==> src/rtl/core/prrts_pkg.sv <==
// prrts_pkg: shared types, codes and defaults for the task scheduler
// no dependencies
`default_nettype none
package prrts_pkg;
  localparam int MaxTasksDef = 16;
  localparam int PrioLevelsDef = 32;
  localparam int FuncW = 3;
  localparam int IdW = 4;
  localparam int PrioW = 5;
  localparam int TimeW = 64;
  localparam int DelayW = 32;
  localparam int KindW = 2;
  localparam int QDepth = 2;

  localparam logic [FuncW-1:0] FN_CREATE = 3'd0;
  localparam logic [FuncW-1:0] FN_READY = 3'd1;
  localparam logic [FuncW-1:0] FN_SUSPEND = 3'd2;
  localparam logic [FuncW-1:0] FN_SCHED = 3'd3;
  localparam logic [FuncW-1:0] FN_SLEEP = 3'd4;
  localparam logic [FuncW-1:0] FN_REG = 3'd5;
  localparam logic [FuncW-1:0] FN_UNREG = 3'd6;
  localparam logic [FuncW-1:0] FN_TICK = 3'd7;

  localparam logic [KindW-1:0] EV_DONE = 2'd0;
  localparam logic [KindW-1:0] EV_TIMEOUT = 2'd1;
  localparam logic [KindW-1:0] EV_WOKEN = 2'd2;
  localparam logic [KindW-1:0] EV_YIELD = 2'd3;

  localparam logic [1:0] RS_NONE = 2'd0;
  localparam logic [1:0] RS_READY = 2'd1;
  localparam logic [1:0] RS_SUSP = 2'd2;

  typedef struct packed {
    logic [FuncW-1:0] func;
    logic [IdW-1:0] task_id;
    logic [PrioW-1:0] prio;
    logic [TimeW-1:0] deadline;
    logic [DelayW-1:0] delay;
  } cmd_t;
endpackage
`default_nettype wire

==> src/rtl/core/prrts_front.sv <==
// prrts_front: command intake and a two-deep command queue
// depends on prrts_pkg
`default_nettype none
module prrts_front (
  input  wire logic clk,
  input  wire logic rst_n,
  input  wire logic start,
  output logic busy,
  input  wire prrts_pkg::cmd_t cmd_in,
  output logic q_valid,
  output prrts_pkg::cmd_t q_cmd,
  input  wire logic q_pop
);
  import prrts_pkg::*;
  cmd_t q_r [QDepth];
  logic [1:0] cnt_r, cnt_nxt;
  logic rd_r, wr_r;
  logic push;

  assign push = start && !busy;
  assign busy = (cnt_r == 2'(QDepth));
  assign q_valid = (cnt_r != 2'd0);
  assign q_cmd = q_r[rd_r];

  always_comb begin
    cnt_nxt = cnt_r + 2'(push) - 2'(q_pop);
  end

  always_ff @(posedge clk) begin
    if (!rst_n) begin
      cnt_r <= 2'd0;
      rd_r <= 1'b0;
      wr_r <= 1'b0;
    end else begin
      cnt_r <= cnt_nxt;
      if (push) wr_r <= ~wr_r;
      if (q_pop) rd_r <= ~rd_r;
    end
    if (push) q_r[wr_r] <= cmd_in;
  end
endmodule
`default_nettype wire

==> src/rtl/core/prrts_back.sv <==
// prrts_back: executes queued commands against scheduler state
// depends on prrts_pkg
`default_nettype none
module prrts_back #(
  parameter int MAX_TASKS = prrts_pkg::MaxTasksDef,
  parameter int PRIORITY_LEVELS = prrts_pkg::PrioLevelsDef
) (
  input  wire logic clk,
  input  wire logic rst_n,
  input  wire logic q_valid,
  input  wire prrts_pkg::cmd_t q_cmd,
  output logic q_pop,
  output logic out_valid,
  output logic [prrts_pkg::KindW-1:0] out_event_kind,
  output logic [prrts_pkg::IdW-1:0] out_task_id_out,
  output logic [prrts_pkg::IdW-1:0] out_current_task,
  output logic out_current_is_idle,
  output logic out_last
);
  import prrts_pkg::*;
  localparam int TW = (MAX_TASKS > 1) ? $clog2(MAX_TASKS) : 1;
  localparam int PW = (PRIORITY_LEVELS > 1) ? $clog2(PRIORITY_LEVELS) : 1;
  localparam int CW = $clog2(MAX_TASKS + 1);

  typedef enum logic [5:0] {
    S_IDLE = 6'b000001, S_EXEC = 6'b000010, S_REM = 6'b000100,
    S_ADD = 6'b001000, S_TICK = 6'b010000, S_DONE = 6'b100000
  } st_t;

  st_t st_r;
  cmd_t c_r;
  logic [PW-1:0] prio_r [MAX_TASKS];
  logic [1:0] rs_r [MAX_TASKS];
  logic [TW-1:0] qnext_r [MAX_TASKS];
  logic [TW-1:0] qhead_r [PRIORITY_LEVELS];
  logic [TW-1:0] qtail_r [PRIORITY_LEVELS];
  logic [PRIORITY_LEVELS-1:0] bmap_r;
  logic [TimeW-1:0] dl_r [MAX_TASKS];
  logic [MAX_TASKS-1:0] armed_r, wakes_r;
  logic [TimeW-1:0] now_r;
  logic [TW-1:0] run_r, tgt_r, cur_r;
  logic idle_r;
  logic [CW-1:0] scan_r, walk_r;
  logic [PW-1:0] newp_r;
  logic [4:0] emit_cnt_r;
  logic [IdW-1:0] id_ok;
  logic idok, created;
  logic [PW-1:0] top_p;
  logic [PW-1:0] tp;

  assign idok = 32'(q_cmd.task_id) < MAX_TASKS;
  assign id_ok = q_cmd.task_id;

  always_comb begin
    top_p = '0;
    for (int p = 0; p < PRIORITY_LEVELS; p++) if (bmap_r[p]) top_p = PW'(p);
  end

  assign tp = prio_r[tgt_r];
  assign q_pop = (st_r == S_IDLE) && q_valid;
  assign created = rs_r[tgt_r] != RS_NONE;

  always_ff @(posedge clk) begin
    out_valid <= 1'b0;
    if (!rst_n) begin
      st_r <= S_IDLE;
      bmap_r <= '0;
      armed_r <= '0;
      wakes_r <= '0;
      now_r <= '0;
      run_r <= '0;
      idle_r <= 1'b1;
      for (int i = 0; i < MAX_TASKS; i++) begin
        rs_r[i] <= RS_NONE;
        prio_r[i] <= '0;
      end
    end else begin
      case (st_r)
        S_IDLE: begin
          if (q_valid) begin
            c_r <= q_cmd;
            tgt_r <= TW'(id_ok);
            st_r <= idok ? S_EXEC : S_DONE;
            if (q_cmd.func == FN_SCHED || q_cmd.func == FN_SLEEP
                || q_cmd.func == FN_TICK) st_r <= S_EXEC;
            if (q_cmd.func == FN_SLEEP) tgt_r <= run_r;
          end
        end
        S_EXEC: begin
          st_r <= S_DONE;
          case (c_r.func)
            FN_CREATE: begin
              armed_r[tgt_r] <= 1'b0;
              newp_r <= (32'(c_r.prio) < PRIORITY_LEVELS) ? PW'(c_r.prio)
                                                         : PW'(PRIORITY_LEVELS - 1);
              walk_r <= '0;
              cur_r <= qhead_r[tp];
              st_r <= S_REM;
            end
            FN_READY: if (created) st_r <= S_ADD;
            FN_SUSPEND: if (created) begin
              walk_r <= '0; cur_r <= qhead_r[tp]; st_r <= S_REM;
            end
            FN_SCHED: begin
              if (bmap_r != '0) begin
                if (qhead_r[top_p] != qtail_r[top_p]) begin
                  qhead_r[top_p] <= qnext_r[qhead_r[top_p]];
                  qnext_r[qtail_r[top_p]] <= qhead_r[top_p];
                  qtail_r[top_p] <= qhead_r[top_p];
                  run_r <= qnext_r[qhead_r[top_p]];
                end else run_r <= qhead_r[top_p];
                idle_r <= 1'b0;
              end else begin
                run_r <= '0; idle_r <= 1'b1;
              end
            end
            FN_SLEEP: if (!idle_r && created) begin
              if (!armed_r[tgt_r]) begin
                armed_r[tgt_r] <= 1'b1;
                wakes_r[tgt_r] <= 1'b1;
                dl_r[tgt_r] <= now_r + TimeW'(c_r.delay);
              end
              walk_r <= '0; cur_r <= qhead_r[tp]; st_r <= S_REM;
            end
            FN_REG: if (created && !armed_r[tgt_r]) begin
              armed_r[tgt_r] <= 1'b1;
              wakes_r[tgt_r] <= 1'b0;
              dl_r[tgt_r] <= c_r.deadline;
            end
            FN_UNREG: if (created) armed_r[tgt_r] <= 1'b0;
            default: begin
              now_r <= now_r + TimeW'(c_r.delay);
              scan_r <= '0;
              emit_cnt_r <= '0;
              st_r <= S_TICK;
            end
          endcase
        end
        S_REM: begin
          // removal: head check then one list hop per cycle
          if (rs_r[tgt_r] != RS_READY || !bmap_r[tp]) st_r <= S_ADD;
          else if (walk_r == '0 && qhead_r[tp] == tgt_r) begin
            if (qtail_r[tp] == tgt_r) bmap_r[tp] <= 1'b0;
            else qhead_r[tp] <= qnext_r[tgt_r];
            st_r <= S_ADD;
          end else if (walk_r == CW'(MAX_TASKS) || cur_r == qtail_r[tp]) begin
            st_r <= S_ADD;
          end else if (qnext_r[cur_r] == tgt_r) begin
            qnext_r[cur_r] <= qnext_r[tgt_r];
            if (qtail_r[tp] == tgt_r) qtail_r[tp] <= cur_r;
            st_r <= S_ADD;
          end else begin
            cur_r <= qnext_r[cur_r];
            walk_r <= walk_r + 1'b1;
          end
        end
        S_ADD: begin
          // reached from remove, from ready or from a woken sleeper
          logic [PW-1:0] ap;
          logic doadd;
          ap = tp;
          doadd = 1'b1;
          if (c_r.func == FN_CREATE) ap = newp_r;
          if (c_r.func == FN_SUSPEND || c_r.func == FN_SLEEP) doadd = 1'b0;
          if (c_r.func == FN_CREATE) prio_r[tgt_r] <= newp_r;
          if (!doadd) rs_r[tgt_r] <= RS_SUSP;
          else if (rs_r[tgt_r] != RS_READY || c_r.func == FN_CREATE) begin
            if (bmap_r[ap] && !(c_r.func == FN_CREATE && rs_r[tgt_r] == RS_READY
                && ap == tp && qhead_r[tp] == tgt_r && qtail_r[tp] == tgt_r)) begin
              qnext_r[qtail_r[ap]] <= tgt_r;
            end else begin
              qhead_r[ap] <= tgt_r;
              bmap_r[ap] <= 1'b1;
            end
            qtail_r[ap] <= tgt_r;
            rs_r[tgt_r] <= RS_READY;
          end
          st_r <= (c_r.func == FN_TICK) ? S_TICK : S_DONE;
        end
        S_TICK: begin
          if (scan_r == CW'(MAX_TASKS) || emit_cnt_r == 5'd16) begin
            st_r <= S_DONE;
          end else begin
            scan_r <= scan_r + 1'b1;
            if (armed_r[TW'(scan_r)] && now_r >= dl_r[TW'(scan_r)]) begin
              armed_r[TW'(scan_r)] <= 1'b0;
              emit_cnt_r <= emit_cnt_r + 1'b1;
              out_valid <= 1'b1;
              out_task_id_out <= IdW'(scan_r);
              out_current_task <= IdW'(run_r);
              out_current_is_idle <= idle_r;
              out_last <= 1'b0;
              out_event_kind <= EV_TIMEOUT;
              if (wakes_r[TW'(scan_r)]) begin
                out_event_kind <= EV_WOKEN;
                tgt_r <= TW'(scan_r);
                st_r <= S_ADD;
              end
            end
          end
        end
        default: begin
          out_valid <= 1'b1;
          out_event_kind <= (c_r.func == FN_TICK) ? EV_YIELD : EV_DONE;
          out_task_id_out <= '0;
          out_current_task <= IdW'(run_r);
          out_current_is_idle <= idle_r;
          out_last <= 1'b1;
          st_r <= S_IDLE;
        end
      endcase
    end
  end
endmodule
`default_nettype wire

==> src/rtl/core/priority_round_robin_task_scheduler_top.sv <==
// channel  | handshake       | payload
// in       | start / busy    | in_func in_task_id in_priority_req in_deadline_ms in_delay_ms
// out      | out_valid strobe| out_event_kind out_task_id_out out_current_task ...
// a command passes the back end's idle, execute and done states; suspend, sleep and create walk
// the priority list for up to MAX_TASKS hops; a tick scans one task a cycle for expiry, pausing
// to re-queue each woken sleeper, and stops at 16 events. reset clears control and task status.
// results are one-cycle strobes; the receiver cannot stall, a 2-word queue takes input.
// top level: front queue and back executor; depends on prrts_pkg, prrts_front, prrts_back
`default_nettype none
module priority_round_robin_task_scheduler_top #(
  parameter int MAX_TASKS = prrts_pkg::MaxTasksDef,
  parameter int PRIORITY_LEVELS = prrts_pkg::PrioLevelsDef
) (
  input  wire logic clk,
  input  wire logic rst_n,
  input  wire logic start,
  output logic busy,
  input  wire logic [prrts_pkg::FuncW-1:0] in_func,
  input  wire logic [prrts_pkg::IdW-1:0] in_task_id,
  input  wire logic [prrts_pkg::PrioW-1:0] in_priority_req,
  input  wire logic [prrts_pkg::TimeW-1:0] in_deadline_ms,
  input  wire logic [prrts_pkg::DelayW-1:0] in_delay_ms,
  output logic out_valid,
  output logic [prrts_pkg::KindW-1:0] out_event_kind,
  output logic [prrts_pkg::IdW-1:0] out_task_id_out,
  output logic [prrts_pkg::IdW-1:0] out_current_task,
  output logic out_current_is_idle,
  output logic out_last
);
  import prrts_pkg::*;
  cmd_t cmd_in, q_cmd;
  logic q_valid, q_pop;
  assign cmd_in = '{func: in_func, task_id: in_task_id, prio: in_priority_req,
                    deadline: in_deadline_ms, delay: in_delay_ms};
  prrts_front u_front (.clk, .rst_n, .start, .busy, .cmd_in, .q_valid, .q_cmd, .q_pop);
  prrts_back #(.MAX_TASKS(MAX_TASKS), .PRIORITY_LEVELS(PRIORITY_LEVELS)) u_back (
    .clk, .rst_n, .q_valid, .q_cmd, .q_pop, .out_valid, .out_event_kind,
    .out_task_id_out, .out_current_task, .out_current_is_idle, .out_last);
endmodule
`default_nettype wire
==> config.mk <==
export PLATFORM = sky130hd
export DESIGN_NAME = priority_round_robin_task_scheduler_top
export DESIGN_NICKNAME = d
export VERILOG_FILES = /design/src/rtl/core/prrts_pkg.sv /design/src/rtl/core/prrts_front.sv /design/src/rtl/core/prrts_back.sv /design/src/rtl/core/priority_round_robin_task_scheduler_top.sv
export SDC_FILE = /design/constraint.sdc
export NUM_CORES = 2
export LEC_CHECK = 0
export BUFFER_PORTS_ARGS = -buffer_cell sky130_fd_sc_hd__buf_2
export CAP_MARGIN = 30
export CORE_MARGIN = 2
export CORE_UTILIZATION = 40
export DETAILED_ROUTE_END_ITERATION = 10
export PLACE_DENSITY = 0.62
export SLEW_MARGIN = 20
export SYNTH_ARGS = -nofsm -noshare
export SYNTH_HDL_FRONTEND = slang
export SYNTH_SLANG_ARGS = --single-unit
==> constraint.sdc <==
create_clock -name clk -period 8 [get_ports clk]
set_clock_uncertainty 0.05 [all_clocks]
set_input_delay 0 -clock clk [delete_from_list [all_inputs] [get_ports clk]]
set_output_delay 0 -clock clk [all_outputs]
set_load 0.005 [all_outputs]
### Word level (Yosys, flattened, before mapping)

Memories as Yosys holds them, arrays and structs flattened. A register that Yosys moved wholly into a read port is not among the register bits.
Cells that the tools add are included.

| cells by class | value |
|---|---|
| add/sub/neg operators | 6 |
| magnitude comparators | 9 |
| equality and inequality tests | 52 |
| multiplexer cells | 238 |
| bitwise operators | 16 |
| reduce and logical (&&, ||, !) cells | 59 |

Operators by type and width:

| cell | count |
|---|---|
| $mux 5 | 48 |
| $mux 32 | 6 |
| $mux 16 | 9 |
| $mux 4 | 32 |
| $mux 1 | 96 |
| $mux 6 | 12 |
| $add 64x32->64 | 1 |
| $ge 64x64->1 | 1 |
| $mux 64 | 1 |
| $pmux 16 s2 | 2 |
| $pmux 16 s4 | 1 |
| $pmux 32 s2 | 1 |
| $pmux 6 s5 | 2 |
| $and 16x16->16 | 3 |
| $and 32x32->32 | 1 |
| $not 16->16 | 2 |
| $not 32->32 | 1 |
| $or 16x16->16 | 2 |
| $or 32x32->32 | 1 |
| $pmux 4 s2 | 4 |
| $reduce_bool 32->1 | 1 |
| $pmux 5 s2 | 3 |
| $reduce_or 4->1 | 7 |
| $ne 2x1->1 const B | 10 |
| other kinds (57) | 133 |

| word-level totals | value |
|---|---|
| flip-flop bits (word level) | 288 |
| RAM bits | 1672 |
| input bits | 111 |
| output and inout port bits | 14 |
| memories kept | 7 |

Memories:

| name | depth | bits a word | rd ports | clocked after Yosys merged registers in | write ports | line | text |
|---|---|---|---|---|---|---|---|
| u_back.dl_r | 16 | 64 | 1 | 1 | 1 | prrts_back.sv:38 | `logic [TimeW-1:0] dl_r [MAX_TASKS];` |
| u_front.q_r | 2 | 108 | 1 | 1 | 1 | prrts_front.sv:15 | `cmd_t q_r [QDepth];` |
| u_back.qhead_r | 32 | 4 | 2 | 0 | 1 | prrts_back.sv:35 | `logic [TW-1:0] qhead_r [PRIORITY_LEVELS];` |
| u_back.qtail_r | 32 | 4 | 3 | 0 | 1 | prrts_back.sv:36 | `logic [TW-1:0] qtail_r [PRIORITY_LEVELS];` |
| u_back.prio_r | 16 | 5 | 1 | 1 | 16 | prrts_back.sv:32 | `logic [PW-1:0] prio_r [MAX_TASKS];` |
| u_back.qnext_r | 16 | 4 | 3 | 2 | 1 | prrts_back.sv:34 | `logic [TW-1:0] qnext_r [MAX_TASKS];` |
| 1 more memories | -- | -- | -- | -- | -- | -- |  |

### Longest topological paths before layout

An unclocked memory read counts as a cell.

| logic depth | value |
|---|---|
| depth after elaboration | 41 |
| depth in mapped cells | 25 |
| depth with buffers taken out | 19 |

### By module

A second synthesis with hierarchy kept.

| unflattened totals | value |
|---|---|
| cell total of the unflattened synthesis | 5785 |
| area total of the unflattened synthesis | 87858.0 µm² |

Modules (own cells, without submodules):

| module | instances | cells an instance | area an instance (µm²) |
|---|---|---|---|
| prrts_back | 1 | 5425 | 79765.3 |
| prrts_front | 1 | 360 | 8092.8 |

### Worst setup path after synthesis

No wires, ideal clock.

| timing path | value |
|---|---|
| kind | register -> register |
| from | reg with a tool-made name |
| to | mem u_back.qhead_r[0][3] (netlist bit), data pin |
| library setup time | 0.465 ns |
| arrival time | 5.690 ns |
| required time | 7.485 ns |
| path slack | 1.795 ns |
| cell stages (with the launch flop) | 18 |
| path buffers | 2 |
| period minus slack after synthesis | 6.205 ns |
| cells stage by stage | dfxtp_1 > buf_4 > mux4_2 > mux2i_4 > nand2_1 > nand2_1 > buf_2 > mux2_2 > a221o_1 > a22o_1 > a2111o_1 > a211oi_4 > nand2_2 > o31ai_4 > and2_1 > or3_1 > nand2b_1 > a21boi_0 |

RTL lines:

| element | line |
|---|---|
| end: declaration | prrts_back.sv:35 |

==> metrics <==
clk slew on worst S/H paths 0.06 ns; Slew Limit Fails 0; FF+latch count, synth 1973; die area 226000 µm²; mux contribution to synthesized area between 15 and 20%; Synth Area in Compound Gates 6.66%; starting density of the core 40.4%; CP Launch Type flip-flop; Die H 475 µm; max-cap check violation count 0; worst slew pin tran about 1.1 ns; Post-Place Worst Slack around 1.0 ns; post-route ant nets 0; RSZ-0062 raised after global routing no; Cell Count, Final, Fillers Out 9573; GP Congestion 0.988; Synth Area in XOR/XNOR around 1.2%; crit path kind reg -> reg; DR vias/cell 5.87; HP Class in -> reg; ys flop type edfxtp_1; Synth async-reset ratio 0%; Mapped Cells 5957; leak pwr 34.8 nW; minimum clock period 7.21 ns; Fmax achieved 0.139 GHz; total grt overflow 0; library cells used by synthesis 95; power density cells 277 nW/µm²; placed cells 8963; Post-Synth Simple-Gate Area 8.10%; VDD IR max around 0.00029 V; Clk Latency, worst-skew pair ~0.86 ns; Routed WL per cell 27.5 µm; setup bufs post-CTS 0; Final Setup Violations 0; IO Pins 125; CTS Root Cell clkbuf_16; largest net degree at the start of global routing 97; core region area approximately 220000 µm²; most frequent cells in the layout edfxtp_1, nand2_1, mux4_2; Vias 56100; worst-path fanout max 66; Final period util 90.1%; drt pass-1 iters 7; relative slew slack 28.7%; Routed WL 263000 µm; fraction of layout cells with a size suffix above 1 21.3%; Area growth syn-to-layout 16.5%; Max clock buf depth 3; number of global-route vias before repair 55700; required time of the critical path around 8.4 ns; YS warnings 0; Final nets around 6700; TritonCTS clock tree built; Crit. End Element flip-flop; HPWL after detailed placement 169000 µm; initial antenna violation count 7; Seq/Total Area, Yosys 64.9%; largest family of logic cells by synthesized area multiplexers; first-pass GRT wire length 381000 µm; H-tree depth 4; Site Rows 172; outcome finished, final reports clean; Post-Syn Area roughly 89000 µm²; DRC 0; cts bufs inserted 204; Post-Syn Nets 6175; CTS sink cnt 1973; post-synthesis adder-cell area fraction 1.53%; Arrival @ worst endpoint 7.60 ns; endpoints failing hold 0; GRT Util Overall 23.0%; EDFF count, synth 1816; Initial DRC Count 6549; setup_tns 0 ns; number of buffers added on ports 124; die width 475 µm; setup ws final around 0.8 ns; most common cell after layout, fill and taps aside edfxtp_1; syn_area_per_cell 14.9 µm²
[critical path, stage by stage (launching register included)]
cell,delay [ns]
dfxtp_2,0.68
mux4_2,0.59
o22ai_1,0.34
o21a_2,0.22
buf_4,0.65
a22oi_1,0.21
a221o_1,0.35
a22o_1,0.24
a211oi_1,0.41
xor2_1,0.17
a211oi_4,0.37
nand2_2,0.19
o31ai_4,0.39
nand2_1,0.34
o221ai_2,0.79
nand4b_4,0.19
nor3_1,0.52
[path summary, 6_finish.rpt]
path,slack [ns],endpoint,depth (start not counted),startpoint
max,0.79,u_back.qhead_r[31][0],16,flip-flop
min,0.14,u_front.wr_r,5,start
max reg2reg,0.79,u_back.qhead_r[31][0],16,flip-flop
min reg2reg,0.38,u_back.newp_r[0],0,u_back.c_r[96]
[logic make-up after synthesis]
kind of cell	after synthesis
mux	818
buf+inv	477
flops	1973
fa+ha+maj	108
xor+xnor	126
simple gates	1537
compound gates	918
[what timing repair did]
item / 4_1_cts / 5_1_grt
hold endpoints to repair: 316 / 0
resized for setup: 0 / 0
hold buffers: 218 / 0
[report_power, final]
part	switching [W]	total, W	internal (W)
clock network	0.00409	0.00966	0.00557
registers	0.000261	0.0121	0.0118
logic	0.00456	0.00687	0.00231
total	0.00892	0.0286	0.0197
[routing by layer]
layer | global-route usage [%] | vias to the layer above | wire [µm] | share of wire, %
li1 | - | 24300 | - | -
met1 | 30.2 | 28800 | 105000 | 40
met2 | 38.2 | 2491 | 128000 | 49
met3 | 3.67 | 556 | 18900 | 7.2
met4 | 8.70 | 6 | 11100 | 4.2
met5 | 0 | - | 40 | 0.015
[flip-flops by register name, indices dropped and copies added (netlist names), 5 cells and up, named ones only]
| name | count |
|---|---|
| u_back.rs_r | 32 |
| u_back.walk_r | 5 |
| u_back.prio_r | 80 |
| u_back.dl_r | 1024 |
| u_front.q_r | 216 |
| u_back.now_r | 64 |
| u_back.bmap_r | 32 |
| u_back.qtail_r | 128 |
| u_back.newp_r | 5 |
| u_back.qnext_r | 64 |
| u_back.st_r | 6 |
| u_back.c_r | 104 |
| u_back.emit_cnt_r | 5 |
| u_back.scan_r | 5 |
| u_back.qhead_r | 128 |
[layout make-up]
type	instances	area (µm²)
fillers	18800	117000
flip-flops and latches	1973	57700
multi-input cells	3507	29600
clock buffers	260	5350
repair buffers	627	5140
well taps	2958	3700
clock inverters	120	1490
inverters	126	478
diodes	2	5.00
[synth_stat cells (42+ instances only)]
cell type  number  area (µm²)
xnor2_1        42         368
mux2i_1       201        2010
buf_1          58         218
o21ai_0       260        1300
nand2_1       529        1990
and3_1         81         507
mux4_2        416        9370
xor2_1         84         736
dfxtp_1       157        3140
nor3_1         71         355
inv_1         125         469
ha_1          106        1330
nand4_1        49         307
a211oi_1       44         330
and2_1        114         713
a21oi_1       201        1010
a21o_1         47         353
o211ai_1       47         353
mux2_2        200        2250
edfxtp_1     1816       54500
nand3_1       169         846
clkbuf_1      236         886
nor2_1        370        1390
[per-stage QoR]
stage          hold slack [ns]  instance area (µm²)  total power, W  utilization, %
6_report                 0.142               103000          0.0286            47.0
5_1_grt                  0.145               103000          0.0295            47.0
3_5_place_dp             0.141                94300          0.0189            42.9
4_1_cts                 0.0661               103000          0.0286            46.9
3_3_place_gp             0.138                94200          0.0188            42.8
2_1_floorplan           0.0489                88800          0.0163               -
(Power assumes the default switching activity.)
